File: src/rtl/sfr_pkg.sv
// Shared constants for the sensor frame receiver.
package sfr_pkg;

  localparam int MAX_DATA_BYTES = 16;
  localparam int DATA_IDX_W     = $clog2(MAX_DATA_BYTES);

  localparam logic [7:0] HEADER_BYTE = 8'h5A;
  localparam logic [7:0] LUX_LEN     = 8'd4;
  localparam logic [7:0] ENV_LEN     = 8'd10;
  localparam logic [7:0] DATA_MAX    = 8'(MAX_DATA_BYTES);

  localparam logic [7:0] LUX_TYPE_RESET = 8'd21;
  localparam logic [7:0] ENV_TYPE_RESET = 8'd69;

  localparam logic [1:0] CFG_LUX_TYPE = 2'd0;
  localparam logic [1:0] CFG_ENV_TYPE = 2'd1;

  localparam logic [1:0] ST_LUX      = 2'd0;
  localparam logic [1:0] ST_ENV      = 2'd1;
  localparam logic [1:0] ST_UNSUP    = 2'd2;
  localparam logic [1:0] ST_TOO_LONG = 2'd3;

  typedef logic [7:0] byte_t;

endpackage

File: src/rtl/sfr_channels.sv
// Valid/ready channel interfaces for received bytes and decoded frames.
interface sfr_in_if;
  import sfr_pkg::*;

  logic  valid;
  logic  ready;
  byte_t rx_byte;

  modport source (output valid, output rx_byte, input ready);
  modport sink (input valid, input rx_byte, output ready);
endinterface

interface sfr_out_if;
  import sfr_pkg::*;

  logic               valid;
  logic               ready;
  logic [1:0]         status;
  byte_t              frame_kind_byte;
  byte_t              frame_len_byte;
  logic [31:0]        lux_value;
  logic signed [15:0] temp_value;
  logic [31:0]        pressure_value;
  logic [15:0]        humidity_value;
  logic signed [15:0] altitude_meters;

  modport source (
    output valid, output status, output frame_kind_byte, output frame_len_byte,
    output lux_value, output temp_value, output pressure_value,
    output humidity_value, output altitude_meters, input ready
  );
  modport sink (
    input valid, input status, input frame_kind_byte, input frame_len_byte,
    input lux_value, input temp_value, input pressure_value,
    input humidity_value, input altitude_meters, output ready
  );
endinterface

File: src/rtl/sensor_frame_receiver.sv
// A result is registered and shows in the cycle after the byte that ends its frame.
// Throughput: one byte per cycle; input stalls only while a result waits with out ready low.
// The frame parser state and buffer write sit between the input handshake and the result register.
// Reset (rst_n low, synchronous): hunt for header, counters and held bytes to zero,
// type codes to 21 and 69, no result pending. The data buffer is not cleared.
module sensor_frame_receiver (
  input  logic              clk,
  input  logic              rst_n,
  sfr_in_if.sink            in_ch,
  sfr_out_if.source         out_ch,
  input  logic              cfg_we,
  input  logic [1:0]        cfg_index,
  input  sfr_pkg::byte_t    cfg_wdata
);
  import sfr_pkg::*;

  localparam logic [2:0] PH_HUNT1 = 3'd0;
  localparam logic [2:0] PH_HUNT2 = 3'd1;
  localparam logic [2:0] PH_TYPE  = 3'd2;
  localparam logic [2:0] PH_LEN   = 3'd3;
  localparam logic [2:0] PH_DATA  = 3'd4;

  logic [2:0] phase_r, phase_nxt;
  byte_t      type_r, type_nxt;
  byte_t      len_r, len_nxt;
  byte_t      taken_r, taken_nxt;
  byte_t      lux_code_r, env_code_r;
  byte_t      store_r [MAX_DATA_BYTES];

  logic       out_valid_r;
  logic [1:0] out_status_r;
  byte_t      out_kind_r, out_len_r;
  logic [31:0] out_lux_r, out_press_r;
  logic [15:0] out_temp_r, out_hum_r, out_alt_r;

  logic        in_acc;
  logic        fire;
  logic [1:0]  res_status;
  byte_t       res_len;
  byte_t       taken_inc;
  byte_t       rx;
  byte_t       view [10];
  logic        store_we;

  assign rx           = in_ch.rx_byte;
  assign in_ch.ready  = !out_valid_r || out_ch.ready;
  assign in_acc       = in_ch.valid && in_ch.ready;
  assign taken_inc    = taken_r + 8'd1;
  assign store_we     = (phase_r == PH_DATA) && (taken_r < DATA_MAX);

  // Bypass the byte being written so the frame's last byte decodes at once.
  always_comb begin
    for (int i = 0; i < 10; i++) begin
      if ((phase_r == PH_DATA) && (taken_r == 8'(i))) begin
        view[i] = rx;
      end else begin
        view[i] = store_r[i];
      end
    end
  end

  always_comb begin
    phase_nxt  = phase_r;
    type_nxt   = type_r;
    len_nxt    = len_r;
    taken_nxt  = taken_r;
    fire       = 1'b0;
    res_status = ST_UNSUP;
    res_len    = len_r;
    case (phase_r)
      PH_HUNT2: begin
        phase_nxt = (rx == HEADER_BYTE) ? PH_TYPE : PH_HUNT1;
      end
      PH_TYPE: begin
        type_nxt  = rx;
        phase_nxt = PH_LEN;
      end
      PH_LEN: begin
        len_nxt   = rx;
        res_len   = rx;
        taken_nxt = 8'd0;
        if (rx > DATA_MAX) begin
          fire       = 1'b1;
          res_status = ST_TOO_LONG;
          phase_nxt  = PH_HUNT1;
        end else if (rx == 8'd0) begin
          fire       = 1'b1;
          res_status = ST_UNSUP;
          phase_nxt  = PH_HUNT1;
        end else begin
          phase_nxt = PH_DATA;
        end
      end
      PH_DATA: begin
        taken_nxt = taken_inc;
        if (taken_inc >= len_r) begin
          fire      = 1'b1;
          phase_nxt = PH_HUNT1;
          if (type_r == lux_code_r && len_r == LUX_LEN) begin
            res_status = ST_LUX;
          end else if (type_r == env_code_r && len_r == ENV_LEN) begin
            res_status = ST_ENV;
          end else begin
            res_status = ST_UNSUP;
          end
        end
      end
      default: begin
        phase_nxt = (rx == HEADER_BYTE) ? PH_HUNT2 : PH_HUNT1;
      end
    endcase
  end

  always_ff @(posedge clk) begin
    if (!rst_n) begin
      phase_r    <= PH_HUNT1;
      type_r     <= 8'd0;
      len_r      <= 8'd0;
      taken_r    <= 8'd0;
      lux_code_r <= LUX_TYPE_RESET;
      env_code_r <= ENV_TYPE_RESET;
      out_valid_r <= 1'b0;
    end else begin
      if (in_acc) begin
        phase_r <= phase_nxt;
        type_r  <= type_nxt;
        len_r   <= len_nxt;
        taken_r <= taken_nxt;
      end
      if (cfg_we) begin
        case (cfg_index)
          CFG_LUX_TYPE: lux_code_r <= cfg_wdata;
          CFG_ENV_TYPE: env_code_r <= cfg_wdata;
          default: ;
        endcase
      end
      out_valid_r <= (out_valid_r && !out_ch.ready) || (in_acc && fire);
    end
  end

  // Data buffer: one entry written per data byte, no reset.
  always_ff @(posedge clk) begin
    if (in_acc && store_we) begin
      store_r[taken_r[DATA_IDX_W-1:0]] <= rx;
    end
  end

  // Result register: load the decoded frame, zero the fields its status does not use.
  always_ff @(posedge clk) begin
    if (in_acc && fire) begin
      out_status_r <= res_status;
      out_kind_r   <= type_r;
      out_len_r    <= res_len;
      out_lux_r    <= (res_status == ST_LUX) ? {view[0], view[1], view[2], view[3]} : 32'd0;
      if (res_status == ST_ENV) begin
        out_temp_r  <= {view[0], view[1]};
        out_press_r <= {view[2], view[3], view[4], view[5]};
        out_hum_r   <= {view[6], view[7]};
        out_alt_r   <= {view[8], view[9]};
      end else begin
        out_temp_r  <= 16'd0;
        out_press_r <= 32'd0;
        out_hum_r   <= 16'd0;
        out_alt_r   <= 16'd0;
      end
    end
  end

  assign out_ch.valid           = out_valid_r;
  assign out_ch.status          = out_status_r;
  assign out_ch.frame_kind_byte = out_kind_r;
  assign out_ch.frame_len_byte  = out_len_r;
  assign out_ch.lux_value       = out_lux_r;
  assign out_ch.temp_value      = $signed(out_temp_r);
  assign out_ch.pressure_value  = out_press_r;
  assign out_ch.humidity_value  = out_hum_r;
  assign out_ch.altitude_meters = $signed(out_alt_r);

endmodule

File: src/flat_wrapper.sv
// flat-port wrapper written by rule: the top's interface ports become plain ports
module sensor_frame_receiver_flat import sfr_pkg::*;
  (clk, rst_n, cfg_we, cfg_index, cfg_wdata, in_ch_valid, in_ch_rx_byte, in_ch_ready, out_ch_valid, out_ch_status, out_ch_frame_kind_byte, out_ch_frame_len_byte, out_ch_lux_value, out_ch_temp_value, out_ch_pressure_value, out_ch_humidity_value, out_ch_altitude_meters, out_ch_ready);
  sfr_in_if in_ch_i ();
  sfr_out_if out_ch_i ();
  input  logic clk;
  input  logic rst_n;
  input  logic cfg_we;
  input  logic [1:0] cfg_index;
  input  sfr_pkg::byte_t cfg_wdata;
  input wire logic [$bits(in_ch_i.valid)-1:0] in_ch_valid;
  input wire logic [$bits(in_ch_i.rx_byte)-1:0] in_ch_rx_byte;
  output wire logic [$bits(in_ch_i.ready)-1:0] in_ch_ready;
  output wire logic [$bits(out_ch_i.valid)-1:0] out_ch_valid;
  output wire logic [$bits(out_ch_i.status)-1:0] out_ch_status;
  output wire logic [$bits(out_ch_i.frame_kind_byte)-1:0] out_ch_frame_kind_byte;
  output wire logic [$bits(out_ch_i.frame_len_byte)-1:0] out_ch_frame_len_byte;
  output wire logic [$bits(out_ch_i.lux_value)-1:0] out_ch_lux_value;
  output wire logic [$bits(out_ch_i.temp_value)-1:0] out_ch_temp_value;
  output wire logic [$bits(out_ch_i.pressure_value)-1:0] out_ch_pressure_value;
  output wire logic [$bits(out_ch_i.humidity_value)-1:0] out_ch_humidity_value;
  output wire logic [$bits(out_ch_i.altitude_meters)-1:0] out_ch_altitude_meters;
  input wire logic [$bits(out_ch_i.ready)-1:0] out_ch_ready;
  assign in_ch_i.valid = in_ch_valid;
  assign in_ch_i.rx_byte = in_ch_rx_byte;
  assign in_ch_ready = in_ch_i.ready;
  assign out_ch_valid = out_ch_i.valid;
  assign out_ch_status = out_ch_i.status;
  assign out_ch_frame_kind_byte = out_ch_i.frame_kind_byte;
  assign out_ch_frame_len_byte = out_ch_i.frame_len_byte;
  assign out_ch_lux_value = out_ch_i.lux_value;
  assign out_ch_temp_value = out_ch_i.temp_value;
  assign out_ch_pressure_value = out_ch_i.pressure_value;
  assign out_ch_humidity_value = out_ch_i.humidity_value;
  assign out_ch_altitude_meters = out_ch_i.altitude_meters;
  assign out_ch_i.ready = out_ch_ready;
  sensor_frame_receiver u_core (.clk(clk), .rst_n(rst_n), .in_ch(in_ch_i), .out_ch(out_ch_i), .cfg_we(cfg_we), .cfg_index(cfg_index), .cfg_wdata(cfg_wdata));
endmodule
File: config.mk
export PLATFORM = sky130hd
export DESIGN_NAME = sensor_frame_receiver_flat
export DESIGN_NICKNAME = d
export VERILOG_FILES = /design/src/rtl/sfr_pkg.sv /design/src/rtl/sfr_channels.sv /design/src/rtl/sensor_frame_receiver.sv /design/src/flat_wrapper.sv
export SDC_FILE = /design/constraint.sdc
export NUM_CORES = 1
export LEC_CHECK = 0
export BUFFER_PORTS_ARGS = -buffer_cell sky130_fd_sc_hd__buf_2
export CELL_PAD_IN_SITES_DETAIL_PLACEMENT = 1
export CELL_PAD_IN_SITES_GLOBAL_PLACEMENT = 2
export CORE_UTILIZATION = 30
export DETAILED_ROUTE_END_ITERATION = 16
export PLACE_DENSITY_LB_ADDON = 0.1
export SYNTH_ARGS = -nofsm -noshare
export SYNTH_HDL_FRONTEND = slang
export SYNTH_SLANG_ARGS = --single-unit
File: constraint.sdc
create_clock -name clk -period 12 [get_ports clk]
set_clock_uncertainty 0.05 [all_clocks]
set_input_delay 0.6 -clock clk [delete_from_list [all_inputs] [get_ports clk]]
set_output_delay 0.6 -clock clk [all_outputs]
set_load 0.05 [all_outputs]
==> impl_metrics.csv, run 1 <==
group,metric,value,unit
outcome,status,"finished, final reports clean",
cells_and_area,layout.cells.most_common_list,"210 x edfxtp_1, 154 x buf_2, 106 x nor2_1, 56 x mux2i_1, 50 x and2_1",
synthesis,synth_edf_count,210,
cts,insertion_delay,0.53,ns
cts,ctsHoldBuffers,0,
cells_and_area,fin_util,37.4,%
cells_and_area,layout.area.seq,7190,µm²
floorplanning,boundaryPins,155,
floorplanning,die_h,185,µm
synthesis,yosys_register_bits,254,
sta,finalHoldViolations,0,
sta,fin_ws,7.74,ns
cts,post_cts_resized,0,
place,dpl.hpwl,16200,µm
sta,final.setup.tns,0,ns
synthesis,synthArstFlopShare,0,%
pwr,leakage,4.65,nW
synthesis,syn-num-nets,738,
worst_setup_path,setup.worst_path.start_class,"flop",
hold_path,hold_path.class,"primary input to flop",
cts,postCtsSetupBuffers,0,
cells_and_area,fillerInstances,3478,
cells_and_area,n_antenna_cell,0,
cells_and_area,final_area,12200,µm²
cts,h-tree-depth,1,
worst_setup_path,crit_family,"compound AO/OA/AOI/OAI gates",
floorplanning,fp.dieW,185,µm
cells_and_area,multi_input_area,2610,µm²
worst_setup_path,worstPathRequired,12.09,ns
synthesis,ys.flop_type,"edfxtp_1",
floorplanning,fp-row-count,66,
floorplanning,start_util,30.6,%
global_routing,grt_antenna_before_repair,0,
place,gp_congestion,0.752,
cts,path_clk_slew,0.06,ns
cts,cts_buffer_depth,3,
global_routing,grt_usage,14.8,%
global_routing,grt_pass1_wl,38100,µm
worst_setup_path,cpMostUsedCell,"ha_1",
place,numPortBuffers,154,
sta,min_period,4.26,ns
cts,cts_buffers,29,
cells_and_area,final_common_cell,"edfxtp_1",
synthesis,synthesis.area,10000,µm²
flow_run,maxCapViolCount,0,
detailed_routing,ant_nets,0,
pwr,pwr_density_cell,154,nW/µm²
cells_and_area,layout-drive-gt1-share,25.8,%
sta,period_share,35.5,%
global_routing,grt_max_degree,89,
detailed_routing,dr.first_iter.drc_count,263,
detailed_routing,vias_per_cell,4.50,
worst_setup_path,end_kind,"flop",
synthesis,yosysSeqAreaShare,71.8,%
cts,cts.sinks,254,
worst_setup_path,cp_slowest_cell,"buf_4",
sta,drv_slew,0,
detailed_routing,routed_wl,24800,µm
sta,worst_pin_slew,1.17,ns
detailed_routing,dr.pass1.iters,4,
global_routing,grt_pass1_vias,6437,
synthesis,ys_types,47,
place,pre_cts_ws,7.74,ns
worst_setup_path,path_max_fanout,88,
sta,grt_setup_unrepaired,"no",
synthesis,syn_inst,703,
worst_setup_path,cp_num_buf_inv,1,
pwr,max-vdd-ir-drop,102,µV
global_routing,overflow,0,
synthesis,yosysWarnings,0,
worst_setup_path,critPathArrivalTime,4.35,ns
sta,hold_ws,0.263,ns
worst_setup_path,crit_chain,"ha_1 > nand3_1 > nor2_1 > xor2_1 > ha_1 > nand2_1 > a311oi_1 > o21ai_0 > a21oi_4 > buf_4",
cells_and_area,areaGrowthSynthToFinish,22.2,%
floorplanning,die_area,34100,µm²
worst_setup_path,path_class,"flop to flop",
detailed_routing,vias,5948,
floorplanning,fp.coreArea,32700,µm²
cts,cts_tree,"yes",
cts,root_buffer,"clkbuf_16",
sta,setup-violations-final,0,
detailed_routing,drc,0,
sta,slew_headroom,22.1,%
sta,fmax,235,MHz
synthesis,avgSynthCellArea,14.2,µm²
cells_and_area,final_nets,894,
detailed_routing,wl_per_cell,18.7,µm
place,placed_area,11300,µm²
worst_setup_path,slowest_delay,0.84,ns
## cell type report
type | count | area share (%)
inverters | 12 | 0.368
clock inverters | 10 | 1.08
flip-flops and latches | 254 | 58.8
well taps | 442 | 4.52
multi-input cells | 396 | 21.3
repair buffers | 166 | 7.04
clock buffers | 43 | 6.93
## kinds of logic after synthesis
family          Yosys count  synth area share (%)
buf+inv                  53                  2.36
simple gates            236                  12.1
flops                   254                  71.8
fa+ha+maj                12                  1.50
xor+xnor                 23                  2.01
compound gates           61                  3.70
mux                      64                  6.50
## power breakdown
group | leakage [nW] | total (mW) | internal [mW] | switching, mW
clock | 0.476 | 0.892 | 0.551 | 0.340
sequential | 2.28 | 0.952 | 0.949 | 0.00269
combinational | 1.90 | 0.0412 | 0.0128 | 0.0285
## state kept, by name, summed over array words and instances (netlist names)
| name | flops |
|---|---|
| u_core.out_ch.frame_kind_byte | 8 |
| u_core.out_ch.altitude_meters | 16 |
| u_core.env_code_r | 8 |
| u_core.taken_r | 8 |
| u_core.out_ch.valid | 1 |
| u_core.out_ch.frame_len_byte | 8 |
| u_core.out_ch.status | 2 |
| u_core.out_ch.temp_value | 16 |
| u_core.out_ch.pressure_value | 32 |
| u_core.phase_r | 3 |
| u_core.out_ch.humidity_value | 16 |
| u_core.len_r | 8 |
| u_core.out_ch.lux_value | 32 |
| u_core.lux_code_r | 8 |
| u_core.store_r | 80 |
| u_core.type_r | 8 |
## metrics by stage
step	instances	total power [mW]
4_1_cts	1323	1.91
3_5_place_dp	1270	1.01
6_report	1323	1.88
2_1_floorplan	703	0.991
3_3_place_gp	1270	1.01
5_1_grt	1323	1.95
## synth_stat cells (4+ instances only)
master | number | area share (%)
edfxtp_1 | 210 | 63
nand2_8 | 4 | 0.80
nor2_1 | 106 | 4.0
a211oi_1 | 7 | 0.52
ha_1 | 12 | 1.5
nand4_1 | 6 | 0.37
nor2b_1 | 4 | 0.25
clkbuf_2 | 4 | 0.20
dfxtp_1 | 44 | 8.8
mux2_2 | 8 | 0.90
buf_2 | 11 | 0.55
a21oi_1 | 17 | 0.85
mux2i_1 | 56 | 5.6
clkbuf_1 | 20 | 0.75
xnor2_1 | 20 | 1.7
nor3b_1 | 8 | 0.60
inv_1 | 11 | 0.41
nand3_1 | 5 | 0.25
nand2_1 | 29 | 1.1
o21ai_0 | 20 | 1.0
and2_1 | 50 | 3.1
nor3_1 | 9 | 0.45
nor4_1 | 4 | 0.25
## routing by layer
metal	vias to the layer above	global-route usage [%]	share of wire, %
met5	-	0	0
met2	132	25.4	48
met1	2962	19.5	46
li1	2830	-	-
met4	0	3.44	1.3
met3	24	2.41	4.6
## worst register-to-register path: stages (launching register included)
cell	delay (ns)
dfxtp_1	0.48
ha_1	0.43
nand3_1	0.22
nor2_1	0.19
xor2_1	0.11
ha_1	0.29
nand2_1	0.06
a311oi_1	0.54
o21ai_0	0.34
a21oi_4	0.20
buf_4	0.84
## path summary, 6_finish.rpt
kind | slack, ns | endpoint | start | cells after the start
hold / removal | 0.26 | u_core.lux_code_r[2] | cfg_wdata[2] | 3
setup reg to reg | 7.74 | u_core.out_ch.pressure_value[6] | u_core.taken_r[0] | 10
setup / recovery | 7.74 | u_core.out_ch.pressure_value[6] | u_core.taken_r[0] | 10
hold reg to reg | 0.44 | u_core.lux_code_r[0] | u_core.lux_code_r[0] | 2
Note: power is estimated with default switching activity, not from simulation.
==> inputs of run 2 (changes only) <==
--- a/config.mk
+++ b/config.mk
@@ -5,6 +5,7 @@
 export SDC_FILE = /design/constraint.sdc
 export NUM_CORES = 1
 export LEC_CHECK = 0
+export ABC_AREA = 1
 export BUFFER_PORTS_ARGS = -buffer_cell sky130_fd_sc_hd__buf_2
 export CELL_PAD_IN_SITES_DETAIL_PLACEMENT = 1
 export CELL_PAD_IN_SITES_GLOBAL_PLACEMENT = 2
==> constraint.sdc (replaced) <==
create_clock -name clk -period 4.2 [get_ports clk]
set_clock_uncertainty 0.05 [all_clocks]
set_input_delay 0.21 -clock clk [delete_from_list [all_inputs] [get_ports clk]]
set_output_delay 0.21 -clock clk [all_outputs]
set_load 0.05 [all_outputs]
==> run 2 against run 1 <==
  * Fmax up 26%
  * Hold slack lost 0.25 ns
  * Synthesized cell count is 27% higher
  * Die area rose by 1.8%
  * Non-clock buffer count rose by 10
  * Routed wire length grew 7.2%
  * Cell area up 2.2%
  * Sequential cell count unchanged
  * Cell count is 17% higher
  * Worst setup slack worse by 6.9 ns
==> impl_metrics.csv, run 2 <==
group,metric,value,unit
place,dp_cells,1481,
floorplanning,fp.coreArea,33400,µm²
pwr,total_power,5.44,mW
sta,grt_setup_unrepaired,"no",
sta,min_period,3.39,ns
synthesis,ys_top_cells_by_area,"edfxtp_1 62%, dfxtp_1 8.6%, nand2_1 5.3%",
detailed_routing,dr.pass1.iters,4,
sta,setup-violations-final,0,
worst_setup_path,critPathArrivalTime,3.60,ns
sta,final.setup.tns,0,ns
sta,hold_ws,0.0103,ns
worst_setup_path,worstPathRequired,4.42,ns
outcome,status,"finished, final reports clean",
synthesis,synth_edf_count,210,
sta,period_share,80.6,%
place,numPortBuffers,154,
detailed_routing,maxUsedRoutingLayer,"met4",
synthesis,syn_inst,893,
detailed_routing,met1_length,12300,µm
synthesis,synth.mux.area_fraction,0,%
cts,root_buffer,"clkbuf_16",
synthesis,avgSynthCellArea,11.4,µm²
detailed_routing,drc,0,
floorplanning,start_util,30.5,%
cts,h-tree-depth,1,
place,gp_congestion,0.747,
detailed_routing,routed_wl,26500,µm
detailed_routing,ant_nets,0,
synthesis,synthTopCellsByCount,"210 x edfxtp_1, 144 x nand2_1, 139 x nor2_1",
synthesis,yosys.area.top_type,"edfxtp_1",
sta,finalHoldViolations,0,
global_routing,grt_pass1_wl,41400,µm
worst_setup_path,crit_chain,"ha_1 > nand2_1 > inv_1 > nand3_1 > xor2_1 > ha_1 > nand2_1 > nor2_1 > nor2_1 > nand2_1 > nand2_1 > nand2_1 > nand2_1 > clkinvlp_4 > buf_4",
sta,worst_pin_slew,1.04,ns
place,dpl.hpwl,17500,µm
sta,fmax,295,MHz
cells_and_area,areaGrowthSynthToFinish,22.7,%
synthesis,ys.flop_type,"edfxtp_1",
synthesis,yosysSeqAreaShare,70.5,%
floorplanning,die_h,186,µm
cts,insertion_delay,0.54,ns
cells_and_area,n_antenna_cell,0,
floorplanning,fp.dieW,186,µm
synthesis,yosysWarnings,0,
detailed_routing,dr.first_iter.drc_count,299,
detailed_routing,met2WireLength,12800,µm
synthesis,synthArstFlopShare,0,%
cts,postCtsSetupBuffers,0,
synthesis,synthesis.area,10200,µm²
worst_setup_path,path_class,"flop to flop",
pwr,max-vdd-ir-drop,281,µV
global_routing,grt_pass1_vias,6910,
global_routing,grt_usage,15.4,%
cells_and_area,final_cells,1548,
worst_setup_path,slowest_delay,0.48,ns
detailed_routing,vias_per_cell,4.37,
global_routing,grt_antenna_before_repair,0,
global_routing,overflow,0,
flow_run,maxCapViolCount,0,
pwr,leakage,5.10,nW
worst_setup_path,path_max_fanout,22,
synthesis,synth_top_area_share,61.9,%
synthesis,yosysMostFrequentCell,"edfxtp_1",
worst_setup_path,cpMostUsedCell,"nand2_1",
cts,cts_tree,"yes",
global_routing,grt_max_degree,55,
synthesis,synth-simple-area-share,14.4,%
cts,path_clk_slew,0.05,ns
floorplanning,die_area,34700,µm²
detailed_routing,wl_per_cell,17.1,µm
cts,cts.sinks,254,
cts,cts_buffers,30,
synthesis,synth-compound-area-share,6.12,%
synthesis,synth_xor_xnor_area_share,0.945,%
synthesis,yosys_register_bits,254,
worst_setup_path,cp_slowest_cell,"clkinvlp_4",
cells_and_area,final_nets,1111,
cts,cts_buffer_depth,3,
sta,slew_headroom,30.2,%
cells_and_area,layout-drive-gt1-share,21.8,%
pwr,pwr_density_cell,435,nW/µm²
floorplanning,fp-row-count,67,
detailed_routing,wl_met3,1040,µm
synthesis,synth_top_family_by_area,"simple AND/OR/NAND/NOR gates",
cells_and_area,layout.cells.most_common_list,"210 x edfxtp_1, 154 x buf_2, 144 x nand2_1, 139 x nor2_1, 123 x inv_1",
floorplanning,boundaryPins,155,
synthesis,ys_types,30,
worst_setup_path,end_kind,"flop",
sta,drv_slew,0,
synthesis,synth_fa_ha_area_share,1.47,%
cells_and_area,largest_reg_flops,80,
worst_setup_path,setup.worst_path.start_class,"flop",
synthesis,syn-num-nets,928,
hold_path,hold_path.class,"primary input to flop",
detailed_routing,vias,6758,
cells_and_area,final_common_cell,"edfxtp_1",
[run 2: cell types whose count changed in the layout (fill, tap and decap cells not counted), moves of 25 or more]
cell	before	now
mux2i_1	56	0
nor2_1	106	139
and2_1	50	0
o21ai_0	20	49
inv_1	11	123
o21ai_1	2	27
nand2_1	29	144
[run 2: final timing paths]
kind	end	from	cells after the start	slack, ns
hold / removal	u_core.env_code_r[6]	cfg_index[1]	4	0.01
setup / recovery	u_core.out_ch.humidity_value[4]	u_core.taken_r[0]	15	0.81
hold reg to reg	u_core.env_code_r[4]	u_core.env_code_r[4]	2	0.42
setup reg to reg	u_core.out_ch.humidity_value[4]	u_core.taken_r[0]	15	0.81
[run 2: final cells by class]
cell class / count / area, µm²
fill: 3763 / 20900
sequential: 254 / 7190
multi-input combinational: 481 / 2340
timing repair buffer: 176 / 1000
clock buffer: 50 / 856
tap: 448 / 561
inverter: 133 / 503
clock inverter: 6 / 63.8
[run 2: what timing repair did]
item                      in CTS  in global routing
hold endpoints to repair      27                  0
hold buffers                  11                  0
gates resized for setup        0                  0
[run 2: cells by family after synthesis]
kind of cell             Yosys count
buffers and inverters            158
adder cells (fa/ha/maj)           12
AO/OA/AOI/OAI                    118
AND/OR/NAND/NOR                  340
flip-flops                       254
XOR/XNOR                          11
[run 2: worst max-delay path: cells and delay by family, from the launching register on]
kind | cells | cell delay, ns
XOR/XNOR | 1 | 0.21
adder cells (fa/ha/maj) | 2 | 0.55
buffers and inverters | 3 | 1.03
flip-flops | 1 | 0.45
AND/OR/NAND/NOR | 9 | 0.81
[run 2: per-stage QoR]
step | util [%] | cell area (µm²) | setup slack (ns)
after floorplan | - | 10200 | 0.0481
after global placement | 34.3 | 11500 | 0.912
after detailed placement | 34.3 | 11500 | 0.812
after CTS | 37.4 | 12500 | 0.791
after global routing | 37.4 | 12500 | 0.450
final | 37.4 | 12500 | 0.814
[run 2: per-layer routing]
metal / up-vias / global-route usage (%)
met3: 35 / 2.44
met4: 0 / 3.53
met2: 124 / 26.1
li1: 3319 / -
met5: - / 0
met1: 3280 / 20.8
[run 2: report_power, final]
part           total [mW]  internal, mW  leakage, nW  switching (mW)
clock                2.41          1.44        0.443           0.969
combinational       0.269        0.0637         2.37           0.205
sequential           2.76          2.75         2.28          0.0174
total                5.44          4.25         5.10            1.19
==> inputs of run 3 (changes only) <==
==> constraint.sdc (replaced) <==
create_clock -name clk -period 2.8 [get_ports clk]
set_clock_uncertainty 0.05 [all_clocks]
set_input_delay 0.14 -clock clk [delete_from_list [all_inputs] [get_ports clk]]
set_output_delay 0.14 -clock clk [all_outputs]
set_load 0.05 [all_outputs]
==> run 3 against run 2 <==
  * The flow now finishes with violations (negative hold slack)
  * Cell count up 3.2%
  * Sequential power up 50%
  * Critical endpoint is now u_core.out_ch.pressure_value[15]
  * Largest cell class unchanged
  * Fmax up 28%
  * Worst setup slack worse by 0.67 ns
  * Sequential share of layout area down 3.1 points
  * Highest routed layer unchanged
  * Critical path type unchanged
  * Die area unchanged
  * Combinational power up 71%
==> impl_metrics.csv, run 3 (synthesis results as in run 2) <==
group,metric,value,unit
worst_setup_path,worstReg2RegStart,"u_core.taken_r[0]",
sta,fmax,377,MHz
sta,worst_pin_slew,0.606,ns
place,placed_area,11800,µm²
floorplanning,fp.coreArea,33400,µm²
cts,cts_buffer_depth,3,
cells_and_area,largest_reg_flops,80,
place,numPortBuffers,154,
cells_and_area,fin_util,39.6,%
outcome,violations,"negative hold slack",
pwr,leakage,5.42,nW
flow_run,maxCapViolCount,0,
cells_and_area,final_common_cell,"edfxtp_1",
detailed_routing,ant_nets,0,
worst_setup_path,worstPathRequired,3.12,ns
detailed_routing,drc,0,
cts,h-tree-depth,1,
cts,cts_buffers,29,
cts,path_clk_slew,0.06,ns
global_routing,overflow,0,
hold_path,hold_path.class,"primary input to flop",
worst_setup_path,path_class,"flop to flop",
sta,min_period,2.65,ns
sta,setup-violations-final,0,
cts,cts_tree,"yes",
global_routing,grt_max_degree,37,
global_routing,grt_pass1_vias,7062,
cells_and_area,final_area,13300,µm²
detailed_routing,dr.first_iter.drc_count,312,
worst_setup_path,critPathArrivalTime,2.97,ns
pwr,pwr_density_cell,637,nW/µm²
sta,slew_headroom,59.5,%
floorplanning,boundaryPins,155,
sta,hold_ws,-0.00615,ns
worst_setup_path,crit_path_end,"u_core.out_ch.pressure_value[15]",
place,gp_congestion,0.756,
worst_setup_path,r2r_end,"u_core.out_ch.pressure_value[15]",
worst_setup_path,startpoint,"u_core.taken_r[0]",
floorplanning,fp-row-count,67,
worst_setup_path,reg2reg_depth,15,
cells_and_area,n_antenna_cell,0,
cts,insertion_delay,0.55,ns
floorplanning,die_h,186,µm
sta,final.setup.tns,0,ns
sta,drv_slew,0,
floorplanning,fp.dieW,186,µm
worst_setup_path,rrSetupSlack,0.15,ns
detailed_routing,vias_per_cell,4.32,
cells_and_area,layout.cells.most_common_list,"210 x edfxtp_1, 154 x buf_2, 139 x nand2_1, 138 x nor2_1, 120 x inv_1",
cells_and_area,fillerInstances,3707,
cells_and_area,final_nets,1161,
cts,cts.sinks,254,
place,dpl.hpwl,18600,µm
pwr,total_power,8.45,mW
place,pre_cts_ws,0.0363,ns
floorplanning,start_util,30.5,%
worst_setup_path,setup.worst_path.start_class,"flop",
detailed_routing,vias,6897,
worst_setup_path,path_max_fanout,11,
sta,fin_ws,0.149,ns
detailed_routing,routed_wl,27300,µm
global_routing,grt_usage,15.8,%
detailed_routing,dr.pass1.iters,4,
floorplanning,die_area,34700,µm²
outcome,status,"complete, but fails checks",
cells_and_area,layout-drive-gt1-share,26.7,%
sta,period_share,94.7,%
cells_and_area,areaGrowthSynthToFinish,30.0,%
cts,root_buffer,"clkbuf_16",
pwr,max-vdd-ir-drop,473,µV
sta,finalHoldViolations,5,
detailed_routing,wl_per_cell,17.1,µm
global_routing,grt_pass1_wl,42000,µm
worst_setup_path,end_kind,"flop",
global_routing,grt_antenna_before_repair,0,
==> run 3: changes by cell type in the layout (fill, tap and decap cells not counted), sizes merged <==
cell and delta:
inv +1, buf +35, clkinvlp +3, dlygate4sd3 +12
clkinv +4, clkbuf -9, bufinv +3
==> run 3: power breakdown <==
part | internal (mW) | leakage [nW] | switching [mW]
combinational | 0.137 | 2.67 | 0.322
clock | 2.32 | 0.466 | 1.53
sequential | 4.12 | 2.29 | 0.0260
total | 6.57 | 5.42 | 1.88
==> run 3: per-stage QoR <==
stage	std cells	hold slack, ns
after global placement	1511	0.320
after floorplan	893	0.189
after detailed placement	1511	0.327
after global routing	1597	0.00717
after CTS	1587	0.00120
final	1597	-0.00615
==> run 3: final cells by class <==
type                    count  area, µm²  area share, %
inverters                 133        503           3.79
flip-flops and latches    254       7200           54.3
well taps                 448        561           4.23
clock buffers              37        776           5.85
multi-input cells         481       2420           18.3
clock inverters            17        189           1.43
repair buffers            227       1610           12.1
==> run 3: repair_timing <==
action	in CTS	in global routing
setup endpoints to repair	0	231
hold buffers	22	1
buffers inserted	0	4
resized for setup	0	15
hold endpoints to repair	46	2
==> run 3: how the worst min path moves through the flow <==
stage                                start                   end  slack, ns  depth (start not counted)
after floorplan           in_ch_rx_byte[0]  u_core.store_r[0][0]       0.19                          0
after global placement        cfg_wdata[0]  u_core.lux_code_r[0]       0.32                          3
after detailed placement      cfg_wdata[4]  u_core.lux_code_r[4]       0.33                          3
after CTS                 in_ch_rx_byte[3]  u_core.store_r[8][3]      0.001                          2
after global routing      in_ch_rx_byte[3]  u_core.store_r[8][3]      0.007                          2
final                     in_ch_rx_byte[0]  u_core.store_r[8][0]     -0.006                          2
==> run 3: metal layers <==
layer  global-route usage, %  part of all wire, %  up-vias  routed length (µm)
li1                        -                    -     3426                   -
met1                    21.1                   46     3318               12600
met2                    26.6                   48      126               13200
met3                    2.67                  4.1       27                1120
met4                    3.85                  1.6        0                 425
met5                       0                    0        -                   0
==> run 3: critical path, cell delays in order, from the launching register on <==
cell and delay, ns:
dfxtp_4 0.40, ha_4 0.15, nand2_2 0.06, inv_2 0.07
nand3_2 0.08, xor2_2 0.16, ha_1 0.28, nand2_1 0.06
nor2_1 0.10, nand2_1 0.07, nand2_1 0.08, nand2_2 0.06
buf_4 0.14, or2_4 0.32, buf_4 0.20, nor2_1 0.17
